[config.mk]
export PLATFORM = sky130hd
export DESIGN_NAME = osd_ram
export DESIGN_NICKNAME = d
export VERILOG_FILES = /design/src/hw/rtl/osd_ram.sv
export SDC_FILE = /design/constraint.sdc
export NUM_CORES = 1
export LEC_CHECK = 0
export ABC_AREA = 0
export BUFFER_PORTS_ARGS = -buffer_cell sky130_fd_sc_hd__buf_2
export CAP_MARGIN = 20
export CELL_PAD_IN_SITES_DETAIL_PLACEMENT = 1
export CELL_PAD_IN_SITES_GLOBAL_PLACEMENT = 2
export CORE_MARGIN = 5
export CORE_UTILIZATION = 45
export CTS_BUF_LIST = sky130_fd_sc_hd__clkbuf_16
export CTS_CLUSTER_DIAMETER = 120
export CTS_CLUSTER_SIZE = 25
export DETAILED_ROUTE_END_ITERATION = 16
export PLACE_DENSITY_LB_ADDON = 0.1
export SLEW_MARGIN = 20
export SYNTH_ARGS = -nofsm -noshare
export SYNTH_HDL_FRONTEND = slang
export SYNTH_SLANG_ARGS = --single-unit
[constraint.sdc]
create_clock -name clk -period 3.7 [get_ports clk]
set_input_delay 0.74 -clock clk [delete_from_list [all_inputs] [get_ports clk]]
set_output_delay 0.74 -clock clk [all_outputs]
set_load 0.005 [all_outputs]
[src/hw/rtl/osd_ram.sv]
module osd_ram #(
  parameter int W = 32,
  parameter int D = 16
) (
  input  logic                 clk,
  input  logic                 we,
  input  logic [$clog2(D)-1:0] waddr,
  input  logic [W-1:0]         wdata,
  input  logic [$clog2(D)-1:0] raddr,
  output logic [W-1:0]         rdata
);
  logic [W-1:0] mem [D];

  always_ff @(posedge clk) begin
    if (we) mem[waddr] <= wdata;
    rdata <= mem[raddr];
  end
endmodule

==> summary.txt <==
STA
  • Max-slew headroom: between 50% and 60%
  • Fin. Hold Viols: 0
  • Fin Setup TNS: 0 ps
  • Setup-failing EPs final: 0
  • Tcrit/Tclk final: around 60%
  • Achievable Freq: 457 MHz
  • Final min period: 2190 ps
  • Layout Skew: ~14 ps
  • Fin. max-slew vios: 0
  • RSZ-0062 raised after global routing: false
  • Worst-margin pin slew: ~740 ps

Clocking
  • H-Tree Depth: 1
  • Post-CTS Setup Inserts: 0
  • Post-CTS Resized: 0
  • Worst-case clock buffer depth: 3
  • CTS buffer count: 25
  • CTS root buffer: clkbuf_16
  • CTS tree: built
  • Sink Count: 544
  • Hold-fix buffers at CTS: 0
  • Clk Latency, worst-skew pair: around 570 ps
  • Clock-pin slew on the worst setup and hold paths: 100 ps

Setup path
  • CP max FO: 17
  • RR Endpoint: rdata[2]
  • Worst path arrival time: roughly 2400 ps
  • CP Class: input pin to flop
  • Levels on crit path: 4
  • Sequence of cells on the critical path: buf_2 > or3b_2 > nor2_4 > buf_4
  • Element type at the critical path end: flop
  • Crit-path slowest cell: or3b_2
  • FF-to-FF path depth: 3
  • CP required: 3950 ps
  • R2R Path Start: mem[0][2]
  • Setup crit start: waddr[2]
  • Largest stage delay, worst path: roughly 600 ps
  • CP bufs+invs: 2
  • Crit-path leading delay family: simple AND/OR/NAND/NOR gates
  • Flop-to-flop setup slack: 2160 ps
  • Worst setup SP type: input pin
  • CP endpoint: mem[3][15]

Min path
  • Hold WC Path Type: input pin to flop
  • Hold Path Origin: wdata[10]

Place
  • Routability cong.: between 0.7 and 0.8
  • DP HPWL: roughly 23 mm
  • I/O Buffers: 73
  • Post-DP Area: approximately 21000 µm²
  • Placed Instances: about 1500

Yosys
  • Cell Area, Synth: roughly 20000 µm²
  • Synth Area in Simple Gates: approximately 1.3%
  • Main combinational cell family by area after synthesis: multiplexers
  • Fraction of the mapped netlist area in compound gates: between 2 and 2.5%
  • Yosys warns: 0
  • Post-synthesis adder-cell area fraction: 0%
  • XOR/XNOR Fraction of Synth Area: 0%
  • Largest area contributor in the netlist: edfxtp_1
  • Multiplexer area fraction after synthesis: 14.5%
  • Top cell type's share of synthesized area: between 70% and 80%
  • Syn avg cell area: approximately 24 µm²
  • Area contributors post-synth: edfxtp_1 77%, mux4_2 15%, dfxtp_1 3.2%, a22oi_1 2.4%, nand2_1 0.62%
  • Seq cells post-synth: 544
  • Library cells used by synthesis: 18
  • Syn nets: 880
  • Post-Synthesis Cells: ~840
  • Sequential fraction of the synthesis area: ~81%

Global routing
  • First-pass GRT wire length: ~63 mm
  • Pin count of the biggest net entering global routing: 44
  • Initial antenna violation count: 0
  • Global Route Usage Sum: between 15 and 20%
  • Vias in the first global route: 9541
  • Total gr overflow: 0

Power
  • Internal power: about 8.4 mW
  • PwrDens: roughly 480 nW/µm²
  • Peak supply drop: ~0.00033 V
  • Net switching power figure: between 2 and 2.5 mW
  • Reg power frac: around two thirds
  • Final Power: approximately 11 mW
  • Combinational Power Share: under 10%
  • Leakage power total: roughly 6.9 nW
  • Switching Share: about 20%
  • Power share of the clock group: between 20% and 30%

Layout
  • Post-layout net count: slightly below 1000
  • Fin util: 49.9%
  • Layout cell share with drive strength beyond 1: 30.1%
  • Design Area, Final: between 20000 and 25000 µm²
  • # diodes: 0
  • Fill count: between 3000 and 4000
  • Area growth syn-to-layout: 10.3%
  • Non-filler cells, final: 1540

Routing
  • Initial drt markers: 696
  • Via density per instance: 5.63
  • DR WL/cell: 26.8 µm
  • Post-DRT Antenna Nets: 0
  • WL final: roughly 41 mm
  • Vias: roughly 8700
  • First-pass DRT Iterations: 4
  • DRC Markers: 0

Die
  • I/O pins: between 70 and 80
  • Die area: about 48000 µm²
  • Area of the core: between 40000 and 50000 µm²
  • Initial Util: between 40% and 50%
  • Num rows: just under 80
  • Die X: ~220 µm
  • Die Y-Extent: between 200 and 250 µm

Status
  • Status: finished clean

Flow run
  • Max Cap Viol: 0
==> Yosys cell counts (all sizes together) <==
cell type and n:
dfxtp 32, nand2b 2, nor3 4, a22oi 64, nand2 33, nor2b 2
nand3b 2, edfxtp 512, nand3 1, mux4 128, clkbuf 17, buf 26
and2 1, or3b 1, nor2 13
==> cell usage in the layout, fill, tap and decap left out <==
cell type | Yosys | layout
buf_4 | 11 | 35
a22oi_1 | 64 | 64
buf_2 | 4 | 71
and2_4 | 0 | 1
nand2_1 | 33 | 33
nor2b_4 | 0 | 2
clkinv_4 | 0 | 1
clkbuf_16 | 0 | 25
edfxtp_1 | 512 | 512
dfxtp_1 | 32 | 32
inv_1 | 0 | 17
clkbuf_8 | 0 | 1
nand3b_1 | 2 | 2
nand3_1 | 1 | 1
nand2b_1 | 2 | 2
nor3_2 | 0 | 3
or3b_2 | 1 | 1
nor2_4 | 0 | 13
mux4_2 | 128 | 128
nor3_4 | 0 | 1
buf_12 | 0 | 3
==> sequential cells by signal (all words and copies together) (netlist names) <==
| name | cells |
|---|---|
| mem | 512 |
| rdata | 32 |
==> cell families after synthesis <==
group | after synthesis
compound gates | 64
buf+inv | 43
flops | 544
mux | 128
simple gates | 59
==> routing by layer <==
layer  up-vias  share of wire (%)  track usage (%)
met4         0                1.0             2.75
met3        32                4.3             1.88
li1       3728                  -                -
met5         -                  0                0
met1      4750                 44             25.3
met2       158                 51             29.7
==> worst register-to-register path, cell delays in order, from the launching register on <==
cell and delay (ps):
edfxtp_1 410, mux4_2 480, a22oi_1 410, nand2_1 120
==> stage by stage <==
stage          setup slack, ps  hold WS, ps
2_1_floorplan             80.7          635
3_3_place_gp               916          655
3_5_place_dp               902          662
4_1_cts                   1510          505
5_1_grt                   1470          512
6_report                  1510          536
==> power by group through the flow <==
| stage | Combinational (mW) | Sequential [mW] | Clock, mW |
|---|---|---|---|
| final | 0.601 | 6.92 | 3.02 |
| after global routing | 0.656 | 6.93 | 3.41 |
| after CTS | 0.619 | 6.92 | 3.12 |
| after detailed placement | 0.618 | 7.06 | 0 |
| after global placement | 0.599 | 7.05 | 0 |
| after floorplan | 0.331 | 7.05 | 0 |
==> how the worst min path moves through the flow <==
stage                     cells past startpoint  slack [ps]    endpoint
after floorplan                               3         630    rdata[0]
after global placement                        3         660    rdata[3]
after detailed placement                      3         660    rdata[1]
after CTS                                     1         500  mem[6][10]
after global routing                          1         510  mem[6][10]
final                                         1         540  mem[6][10]
==> final cells by class <==
| type | instances | area (µm²) | share of cell area, % |
|---|---|---|---|
| Clock buffer | 25 | 626 | 2.86 |
| Clock inverter | 18 | 72.6 | 0.331 |
| Multi-Input combinational cell | 251 | 3760 | 17.2 |
| Sequential cell | 544 | 16000 | 73.1 |
| Tap cell | 592 | 741 | 3.38 |
| Timing Repair Buffer | 110 | 692 | 3.16 |
Note: power is estimated with default switching activity, not from simulation.
