<file path="src/hw/rtl/osd_pkg.sv">
package osd_pkg;

  localparam int DEF_MAX_POINTS  = 256;
  localparam int DEF_MAX_SEG_LEN = 64;
  localparam int DEF_MAX_CP      = 8;

  localparam int COST_W     = 32;
  localparam int BND_W      = 9;
  localparam int CNT_W      = 3;
  localparam int NP_W       = 9;
  localparam int ML_W       = 7;
  localparam int NR_W       = 4;
  localparam int CFG_IDX_W  = 2;
  localparam int CFG_DATA_W = 9;

  localparam logic [COST_W-1:0] COST_INF = '1;

  localparam logic [CFG_IDX_W-1:0] REG_NUM_POINTS  = 2'd0;
  localparam logic [CFG_IDX_W-1:0] REG_MAX_SEG_LEN = 2'd1;
  localparam logic [CFG_IDX_W-1:0] REG_NUM_CP_ROWS = 2'd2;

  localparam logic MODE_LOAD = 1'b0;
  localparam logic MODE_RUN  = 1'b1;

  typedef struct packed {
    logic clear;
    logic push;
    logic pop;
  } cell_ctl_t;

  // saturating add, all-ones is infinite
  function automatic logic [COST_W-1:0] sat_add(input logic [COST_W-1:0] a,
                                                input logic [COST_W-1:0] b);
    logic [COST_W:0] s;
    s = {1'b0, a} + {1'b0, b};
    if (a == COST_INF || b == COST_INF || s >= {1'b0, COST_INF}) return COST_INF;
    return s[COST_W-1:0];
  endfunction

endpackage

</file>
<file path="src/hw/rtl/osd_cell.sv">
module osd_cell import osd_pkg::*; (
  input  logic             clk,
  input  cell_ctl_t        ctl,
  input  logic [BND_W-1:0] left,
  input  logic [BND_W-1:0] right,
  output logic [BND_W-1:0] val
);
  // push moves the chain towards the tail, pop towards the head
  always_ff @(posedge clk) begin
    if (ctl.clear) val <= '0;
    else if (ctl.push) val <= left;
    else if (ctl.pop) val <= right;
  end
endmodule

</file>
<file path="config.mk">
export PLATFORM = sky130hd
export DESIGN_NAME = osd_cell
export DESIGN_NICKNAME = d
export VERILOG_FILES = /design/src/hw/rtl/osd_pkg.sv /design/src/hw/rtl/osd_cell.sv
export SDC_FILE = /design/constraint.sdc
export NUM_CORES = 1
export LEC_CHECK = 0
export ABC_AREA = 0
export BUFFER_PORTS_ARGS = -buffer_cell sky130_fd_sc_hd__buf_2
export CORE_MARGIN = 3
export CORE_UTILIZATION = 30
export DETAILED_ROUTE_END_ITERATION = 8
export GPL_TIMING_DRIVEN = 0
export MAX_ROUTING_LAYER = met4
export PLACE_DENSITY = 0.62
export SLEW_MARGIN = 0
export SYNTH_ARGS = -nofsm -noshare
export SYNTH_HDL_FRONTEND = slang
export SYNTH_SLANG_ARGS = --single-unit
</file>
<file path="constraint.sdc">
create_clock -name clk -period 0.8 [get_ports clk]
set_input_delay 0.16 -clock clk [delete_from_list [all_inputs] [get_ports clk]]
set_output_delay 0.16 -clock clk [all_outputs]
set_load 0.01 [all_outputs]
</file>
==> reports/qor.csv, run 1 <==
stage,metric,value,unit
run_status,status,"complete, but fails checks",
run_status,failed_checks,negative setup slack,
place,post-place-cells,81,
place,place_ws,0.0132,ns
pwr,power.share.switching,0.249,
clocking,path_clk_slew,0.06,ns
floorplanning,start_util,0.348,
yosys,synth.top_cell.area_share,0.431,
yosys,syn_area,418,um^2
grt,grt_usage,0.127,
pwr,power.total,0.00110,W
pwr,pwr-share-comb,0.216,
clocking,cts_tree,built,
worst_setup_path,critPathCaptureType,output port,
clocking,cts_buffers,3,
finish,postLayoutCoreUtil,0.553,
pwr,powerDensity,1660,nW/um^2
sta,skew,0,ns
clocking,cts_root_buffer,clkbuf_4,
floorplanning,die_area,1880,um^2
floorplanning,ios,31,
drt,routedWlPerCell,11.7,um
finish,top_register,val,
drt,drt_first_pass_iters,2,
worst_setup_path,worstPathCellList,buf_6,
worst_setup_path,crit_buf_inv,1,
worst_setup_path,cp_data_required_time,0.64,ns
worst_setup_path,reg2reg_depth,2,
pwr,power.share.sequential,0.466,
place,port_buffers,27,
sta,fin_crit,0.856,ns
drt,vias_per_cell,4.79,
sta,maxSlewViolCount,0,
drt,drc,0,
sta,finalSetupTns,-0.449,ns
yosys,syn_area_per_cell,10.4,um^2
yosys,yosys_warnings,0,
flow_run,maxCapViolCount,0,
pwr,power.internal,0.000827,W
worst_setup_path,worstSetupPathDepth,1,
clocking,clock_path_buffers,2,
pwr,p_switching,0.000273,W
yosys,yosys-top-cells-count,"9 x a211oi_1, 9 x dfxtp_1, 9 x mux2i_1, 9 x nor2b_1",
clocking,hold_buffers,0,
yosys,synth.largest_area_cell,dfxtp_1,
finish,largestRegisters,val x9,
drt,maxUsedRoutingLayer,met4,
clocking,cts.sinks,9,
pwr,share_clk_of_total_power,0.319,
sta,setup_violations,9,
floorplanning,chipHeight,43.3,um
yosys,synth_edf_count,0,
finish,fin_cells,85,
worst_setup_path,worstSetupPathType,reg2out,
finish,nets,94,
grt,grt_max_degree,11,
sta,rsz0062_at_grt,true,
worst_setup_path,cp_top_family,flip-flops,
floorplanning,coreArea,1200,um^2
yosys,ys_seq_area_frac,0.431,
yosys,synth_cell_types,8,
drt,wl_met1,400,um
finish,largest_register_ffs,9,
sta,relSlewSlack,0.742,
yosys,netlist_instances,40,
yosys,ys.flop_type,dfxtp_1,
place,gp_congestion,0.591,
grt,grt_pass1_wl,1680,um
worst_setup_path,crit_fanout,2,
clocking,insertion_delay,0.26,ns
yosys,synthTopCellsByArea,"dfxtp_1 43%, mux2i_1 22%, a211oi_1 16%",
sta,fin_crit_sh,1.07,
finish,num-fill-cells,125,
grt,antenna_found_initial,0,
pwr,static-leakage-power,0.316,nW
drt,drtIter0Drc,1,
worst_setup_path,worst_path_largest_cell_delay,0.33,ns
sta,tightest_slew,0.387,ns
clocking,h-tree-depth,1,
drt,route.met2.wl,472,um
finish,syn_to_final_growth,59.0,%
drt,antenna_left,0,
drt,num_vias,407,
worst_setup_path,r2r_setup_slack,0.09,ns
yosys,syn_nets,62,
grt,grt_pass1_vias,407,
worst_setup_path,cp_data_arrival_time,0.70,ns
worst_hold_path,hp-class,in2reg,
drt,drt-total-wl,993,um
worst_setup_path,cp_slowest_cell,dfxtp_2,
worst_setup_path,worstSetupStartpointType,flip-flop,
yosys,synth-async-reset-ratio,0,
pwr,peakVddDrop,0.702,mV
floorplanning,rows,12,
worst_hold_path,worst_hold_path.num_cells,3,
sta,setup_slack,-0.0562,ns
finish,drive_above_1_share,0.592,
drt,route.met3.wl,109,um
finish,diodes,0,
sta,final_hold_viol_count,0,
grt,globalRouteOverflowTotal,0,
yosys,synth_seq_cells,9,
sta,fmax,1170,MHz
floorplanning,die_w,43.3,um
[power by group through the flow]
stage	sequential (W)	clock, W	combinational, W
6_report	0.000512	0.000350	0.000238
5_1_grt	0.000518	0.000393	0.000261
3_3_place_gp	0.000507	0	0.000201
4_1_cts	0.000513	0.000367	0.000242
2_1_floorplan	0.000525	0	0.0000940
3_5_place_dp	0.000507	0	0.000204
[logic make-up (layout without fill, tap and decap cells)]
group | after synthesis | after routing | synth area share
flops | 9 | 9 | 0.431
mux | 9 | 9 | 0.216
buf+inv | 4 | 35 | 0.0569
simple gates | 9 | 9 | 0.135
compound gates | 9 | 9 | 0.162
[cells in the final DEF (no fill, tap or decap)]
master,count
clkbuf_1,1
buf_6,10
clkbuf_2,1
nor2b_1,9
buf_2,18
dfxtp_2,9
buf_1,1
clkbuf_4,3
a211oi_1,9
mux2i_1,9
inv_2,1
[stage by stage]
| step | hold WS, ns | cell area, um^2 |
|---|---|---|
| finish | 0.185 | 664 |
| global route | 0.171 | 664 |
| CTS | 0.179 | 664 |
| detailed placement | 0.464 | 571 |
| global placement | 0.460 | 571 |
| floorplan | 0.351 | 418 |
[metal layers]
layer,track usage,vias up
met5,-,-
met4,0.0723,0
met3,0.0381,2
met2,0.192,25
met1,0.148,176
li1,-,204
[path summary, 6_finish.rpt]
path / startpoint / endpoint
max: val[3]$_SDFFE_PP0P_ / val[3]
min: left[4] / val[4]$_SDFFE_PP0P_
max reg2reg: val[2]$_SDFFE_PP0P_ / val[2]$_SDFFE_PP0P_
min reg2reg: val[1]$_SDFFE_PP0P_ / val[1]$_SDFFE_PP0P_
[layout make-up]
| type | count | area (um^2) | area share |
|---|---|---|---|
| Buffer | 3 | 20.0 | 0.0301 |
| Tap cell | 14 | 17.5 | 0.0264 |
| Timing Repair Buffer | 27 | 191 | 0.288 |
| Sequential cell | 9 | 191 | 0.288 |
| Clock buffer | 4 | 26.3 | 0.0395 |
| Inverter | 1 | 3.75 | 0.00565 |
| Multi-Input combinational cell | 27 | 214 | 0.322 |
[repair_timing]
item | CTS | global route
cloned | 0 | 0
setup endpoints to repair | 9 | 10
resized for setup | 18 | 0
pin swaps | 0 | 1
buffers inserted | 0 | 0
No activity file was read; power rests on OpenSTA's default activity.
==> run 2, diff against run 1 <==
CELL_PAD_IN_SITES_DETAIL_PLACEMENT = 1   (was unset)
CELL_PAD_IN_SITES_GLOBAL_PLACEMENT = 1   (was unset)
CORE_ASPECT_RATIO = 0.9   (was unset)
CORE_UTILIZATION = 26   (was 30)
PLACE_DENSITY = 0.74   (was 0.62)
==> reports/qor.csv, run 2 (synthesis results as in run 1) <==
stage,metric,value,unit,change
drt,drtIter0Drc,1,,unchanged
finish,design_area,679,um^2,+2.3%
finish,syn_to_final_growth,62.6,%,
finish,drive_above_1_share,0.606,,+0.0141
run_status,failed_checks,negative setup slack,,
floorplanning,die_w,48.3,um,+11%
grt,globalRouteOverflowTotal,0,,unchanged
grt,grt_pass1_wl,1930,um,+14%
floorplanning,coreArea,1480,um^2,+23%
pwr,peakVddDrop,0.734,mV,+4.6%
finish,fin_cells,93,,+9.4%
floorplanning,chipHeight,44.0,um,+1.7%
finish,final_cell_mix,"18 x buf_2, 10 x buf_6, 9 x mux2i_1, 9 x nor2b_1, 9 x dfxtp_2",,
pwr,static-leakage-power,0.317,nW,+0.31%
worst_setup_path,cp_top_family,flip-flops,,
pwr,power.share.sequential,0.466,,about the same
floorplanning,rows,13,,+1
worst_setup_path,cp_data_arrival_time,0.70,ns,about the same
sta,skew,0,ns,unchanged
place,port_buffers,27,,unchanged
pwr,p_switching,0.000275,W,+0.39%
sta,fin_crit,0.860,ns,+0.00424 ns
clocking,cts_tree,built,,
worst_hold_path,hp-class,in2reg,,
grt,grt_max_degree,11,,unchanged
flow_run,maxCapViolCount,0,,unchanged
drt,routedWlPerCell,12.2,um,+4.7%
finish,nets,94,,unchanged
floorplanning,die_area,2130,um^2,+13%
place,place_hpwl,849,um,
worst_setup_path,cp_data_required_time,0.64,ns,about the same
place,placed_cell_area,581,um^2,+1.8%
drt,vias_per_cell,4.51,,-5.9%
clocking,insertion_delay,0.25,ns,about the same
finish,final_common_cell,buf_2,,
sta,tightest_slew,0.398,ns,+0.0108 ns
grt,grt_pass1_vias,468,,+15%
worst_setup_path,worstSetupStartpointType,flip-flop,,
finish,largestRegisters,val x9,,
clocking,h-tree-depth,1,,unchanged
sta,setup_slack,-0.0605,ns,-0.00424 ns
grt,antenna_found_initial,0,,unchanged
sta,final_hold_viol_count,0,,unchanged
pwr,power.share.switching,0.249,,+0.000466
clocking,cts_buffers,3,,unchanged
finish,top_register,val,,
worst_setup_path,critPathCaptureType,output port,,
clocking,cts.sinks,9,,unchanged
worst_setup_path,startpoint,val[4]$_SDFFE_PP0P_,,
pwr,share_clk_of_total_power,0.312,,-0.007
sta,rsz0062_at_grt,true,,
pwr,powerDensity,1620,nW/um^2,-2.0%
clocking,path_clk_slew,0.06,ns,about the same
worst_setup_path,crit_buf_inv,1,,unchanged
worst_setup_path,worstSetupPathType,reg2out,,
worst_setup_path,worst_path_largest_cell_delay,0.34,ns,about the same
finish,num-fill-cells,183,,+46%
sta,fin_crit_sh,1.08,,+0.00529
clocking,cts_root_buffer,clkbuf_4,,
place,gp_congestion,0.623,,+5.5%
finish,largest_register_ffs,9,,unchanged
drt,drc,0,,unchanged
drt,drt_first_pass_iters,2,,unchanged
drt,antenna_left,0,,unchanged
floorplanning,start_util,0.282,,-0.0656
sta,fmax,1160,MHz,-0.49%
pwr,pwr-share-comb,0.222,,+0.006
grt,grt_usage,0.139,,+0.0118
worst_hold_path,hp-start,left[5],,
run_status,status,"complete, but fails checks",,
sta,relSlewSlack,0.735,,-0.00722
pwr,power.internal,0.000828,W,+0.14%
finish,diodes,0,,unchanged
clocking,post-cts-setup-buffers,0,,unchanged
clocking,hold_buffers,0,,unchanged
sta,maxSlewViolCount,0,,unchanged
clocking,clock_path_buffers,2,,unchanged
worst_setup_path,crit_fanout,2,,unchanged
drt,num_vias,419,,+2.9%
place,post-place-cells,89,,+9.9%
floorplanning,ios,31,,unchanged
worst_setup_path,worstPathCellList,buf_6,,
worst_setup_path,regToRegStartpoint,val[0]$_SDFFE_PP0P_,,
sta,setup_violations,9,,unchanged
worst_setup_path,cp_slowest_cell,dfxtp_2,,
drt,drt-total-wl,1140,um,+15%
-- run 2: cell counts in the layout (fill, tap and decap cells not counted) --
Identical to the previous run, type by type.
-- run 2: worst paths after layout --
| path | end | slack, ns | depth (start not counted) |
|---|---|---|---|
| max | val[4] | -0.06 | 1 |
| min | val[5]$_SDFFE_PP0P_ | 0.19 | 3 |
| max reg2reg | val[0]$_SDFFE_PP0P_ | 0.04 | 2 |
| min reg2reg | val[5]$_SDFFE_PP0P_ | 0.56 | 2 |
-- run 2: metal layers --
layer | track usage | routed length, um | up-vias
li1 | - | - | 207
met3 | 0.0854 | 106 | 0
met5 | - | 0 | -
met2 | 0.211 | 567 | 20
met1 | 0.152 | 464 | 192
met4 | 0.0323 | 0 | 0
-- run 2: what timing repair did --
| action | CTS | global route |
|---|---|---|
| cloned | 0 | 0 |
| pin swaps | 0 | 0 |
| gates resized for setup | 18 | 1 |
| setup endpoints to repair | 9 | 10 |
-- run 2: stage by stage --
stage / utilization / TNS (ns) / hold WS (ns) / setup WS (ns) / total power [W]
2_1_floorplan: - / 0 / 0.351 / 0.0877 / 0.000619
3_3_place_gp: 0.392 / 0 / 0.460 / 0.0278 / 0.000709
3_5_place_dp: 0.392 / 0 / 0.473 / 0.00464 / 0.000715
4_1_cts: 0.456 / -0.578 / 0.186 / -0.0748 / 0.00113
5_1_grt: 0.459 / -0.795 / 0.207 / -0.105 / 0.00119
6_report: 0.459 / -0.449 / 0.190 / -0.0605 / 0.00110
-- run 2: layout make-up --
class | instances | area (um^2) | share of cell area
multi-input combinational | 27 | 219 | 0.322
sequential | 9 | 191 | 0.282
timing repair buffer | 27 | 191 | 0.282
tap | 22 | 27.5 | 0.0405
clock buffer | 4 | 26.3 | 0.0387
buffer | 3 | 20.0 | 0.0295
inverter | 1 | 3.75 | 0.00552
-- run 2: power by group through the flow --
stage	logic, W	clock network, W	registers [W]
6_report	0.000245	0.000343	0.000514
5_1_grt	0.000274	0.000394	0.000519
4_1_cts	0.000247	0.000370	0.000514
3_5_place_dp	0.000208	0	0.000507
3_3_place_gp	0.000202	0	0.000507
2_1_floorplan	0.0000940	0	0.000525
==> run 3, diff against run 2 <==
CORE_UTILIZATION = 28   (was 26)
PLACE_DENSITY = 0.79   (was 0.74)
clock period = 1 ns   (was 0.8 ns; I/O delays follow)
==> reports/qor.csv, run 3 (synthesis results as in run 1) <==
stage,metric,value,unit,change
finish,final_common_cell,buf_2,,
worst_setup_path,worstSetupPathDepth,1,,unchanged
clocking,post_cts_resized,0,,-18
pwr,power.share.switching,0.256,,+0.00723
grt,globalRouteOverflowTotal,0,,unchanged
floorplanning,die_w,46.7,um,-3.2%
finish,drive_above_1_share,0.465,,-0.141
drt,drtIter0Drc,9,,+8
clocking,clock_path_buffers,2,,unchanged
worst_setup_path,worst_path_largest_cell_delay,0.33,ns,about the same
pwr,p_switching,0.000216,W,-21%
clocking,cts_tree,built,,
pwr,static-leakage-power,0.302,nW,-4.9%
pwr,power.internal,0.000626,W,-24%
floorplanning,rows,12,,-1
worst_setup_path,worstSetupPathType,reg2out,,
sta,skew,0,ns,unchanged
flow_run,maxCapViolCount,0,,unchanged
drt,vias_per_cell,4.96,,+10%
finish,syn_to_final_growth,42.8,%,
drt,drc,0,,unchanged
floorplanning,die_area,1990,um^2,-6.2%
sta,fin_crit,0.928,ns,
clocking,insertion_delay,0.26,ns,about the same
pwr,pwr-share-comb,0.197,,-0.025
sta,setup_violations,0,,-9
sta,fin_crit_sh,0.928,,
grt,grt_usage,0.133,,-0.00565
place,gp_congestion,0.681,,+9.3%
place,port_buffers,27,,unchanged
worst_hold_path,worst_hold_path.num_cells,3,,unchanged
clocking,post-cts-setup-buffers,0,,unchanged
drt,antenna_left,0,,unchanged
worst_setup_path,crit_fanout,2,,unchanged
finish,final_cell_mix,"27 x buf_2, 9 x mux2i_1, 9 x nor2b_1, 9 x a211oi_1, 9 x dfxtp_1",,
drt,drt_first_pass_iters,2,,unchanged
grt,antenna_found_initial,0,,unchanged
worst_setup_path,cp_data_arrival_time,0.73,ns,+0.03 ns
clocking,cts.sinks,9,,unchanged
worst_setup_path,critPathCaptureType,output port,,
worst_setup_path,cp_slowest_cell,dfxtp_1,,
pwr,peakVddDrop,0.753,mV,+2.5%
worst_setup_path,crit_buf_inv,1,,unchanged
clocking,hold_buffers,0,,unchanged
clocking,cts_root_buffer,clkbuf_4,,
worst_setup_path,cp_data_required_time,0.80,ns,+0.16 ns
drt,num_vias,422,,+0.72%
worst_setup_path,reg2reg_depth,2,,unchanged
drt,drt-total-wl,1230,um,+8.1%
floorplanning,ios,31,,unchanged
clocking,cts_buffers,3,,unchanged
finish,top_register,val,,
worst_setup_path,worstSetupStartpointType,flip-flop,,
grt,grt_max_degree,11,,unchanged
sta,final_hold_viol_count,0,,unchanged
sta,rsz0062_at_grt,false,,
sta,tightest_slew,0.426,ns,+0.0276 ns
sta,relSlewSlack,0.716,,-0.0184
grt,grt_pass1_wl,1740,um,-9.7%
pwr,powerDensity,1410,nW/um^2,-13%
pwr,power.share.sequential,0.473,,+0.007
finish,largest_register_ffs,9,,unchanged
clocking,path_clk_slew,0.06,ns,about the same
finish,diodes,0,,unchanged
finish,largestRegisters,val x9,,
worst_setup_path,worstPathCellList,buf_2,,
floorplanning,start_util,0.316,,+0.0340
sta,maxSlewViolCount,0,,unchanged
worst_setup_path,cp_top_family,flip-flops,,
pwr,share_clk_of_total_power,0.330,,+0.018
floorplanning,chipHeight,42.7,um,-3.1%
sta,finalSetupTns,0,ns,+0.449 ns
run_status,status,completed,,
drt,routedWlPerCell,14.5,um,+18%
floorplanning,coreArea,1320,um^2,-11%
worst_hold_path,hp-class,in2reg,,
sta,fmax,1080,MHz,
grt,grt_pass1_vias,378,,-19%
pwr,power.total,0.000842,W,-24%
finish,nets,94,,unchanged
clocking,h-tree-depth,1,,unchanged
==> run 3: cell counts in the layout (fill, tap and decap cells not counted) <==
Identical to the previous run, type by type.
==> run 3: cell type report <==
cell class,count,area [um^2]
fill,176,724
inverter,1,3.75
timing repair buffer,27,135
clock buffer,4,26.3
sequential,9,180
multi-input combinational,27,214
buffer,3,20.0
tap,14,17.5
==> run 3: routing by layer <==
layer  GRT usage  share of wire
met5           -              0
met4      0.0663          0.011
met3      0.0636          0.093
met2       0.206           0.50
met1       0.138           0.39
==> run 3: path summary, 6_finish.rpt <==
path	from	to	slack [ns]
worst max-delay path	val[2]$_SDFFE_PP0P_	val[2]	0.07
worst min register to register	val[8]$_SDFFE_PP0P_	val[8]$_SDFFE_PP0P_	0.55
worst max register to register	val[0]$_SDFFE_PP0P_	val[0]$_SDFFE_PP0P_	0.27
worst min-delay path	left[8]	val[8]$_SDFFE_PP0P_	0.23
==> run 3: metrics by stage <==
stage | hold slack (ns) | setup WS (ns) | utilization | std cells | instance area, um^2
after floorplan | 0.391 | 0.281 | - | 40 | 418
after global placement | 0.498 | 0.203 | 0.432 | 81 | 571
after detailed placement | 0.512 | 0.168 | 0.432 | 81 | 571
after CTS | 0.233 | 0.0592 | 0.452 | 85 | 597
after global routing | 0.228 | 0.0243 | 0.452 | 85 | 597
final | 0.233 | 0.0718 | 0.452 | 85 | 597
==> run 3: tightest hold or removal path, delay by kind of cell <==
family,cells,cell delay [ns]
AOI/OAI and AO/OA,1,0.05
and+or+nand+nor,1,0.09
buffers and inverters,1,0.10
==> run 3: power by group through the flow <==
stage          combinational, W  clock, W  sequential (W)
6_report               0.000166  0.000278        0.000398
5_1_grt                0.000181  0.000311        0.000401
4_1_cts                0.000168  0.000293        0.000399
3_5_place_dp           0.000167         0        0.000406
3_3_place_gp           0.000162         0        0.000404
2_1_floorplan         0.0000752         0        0.000420
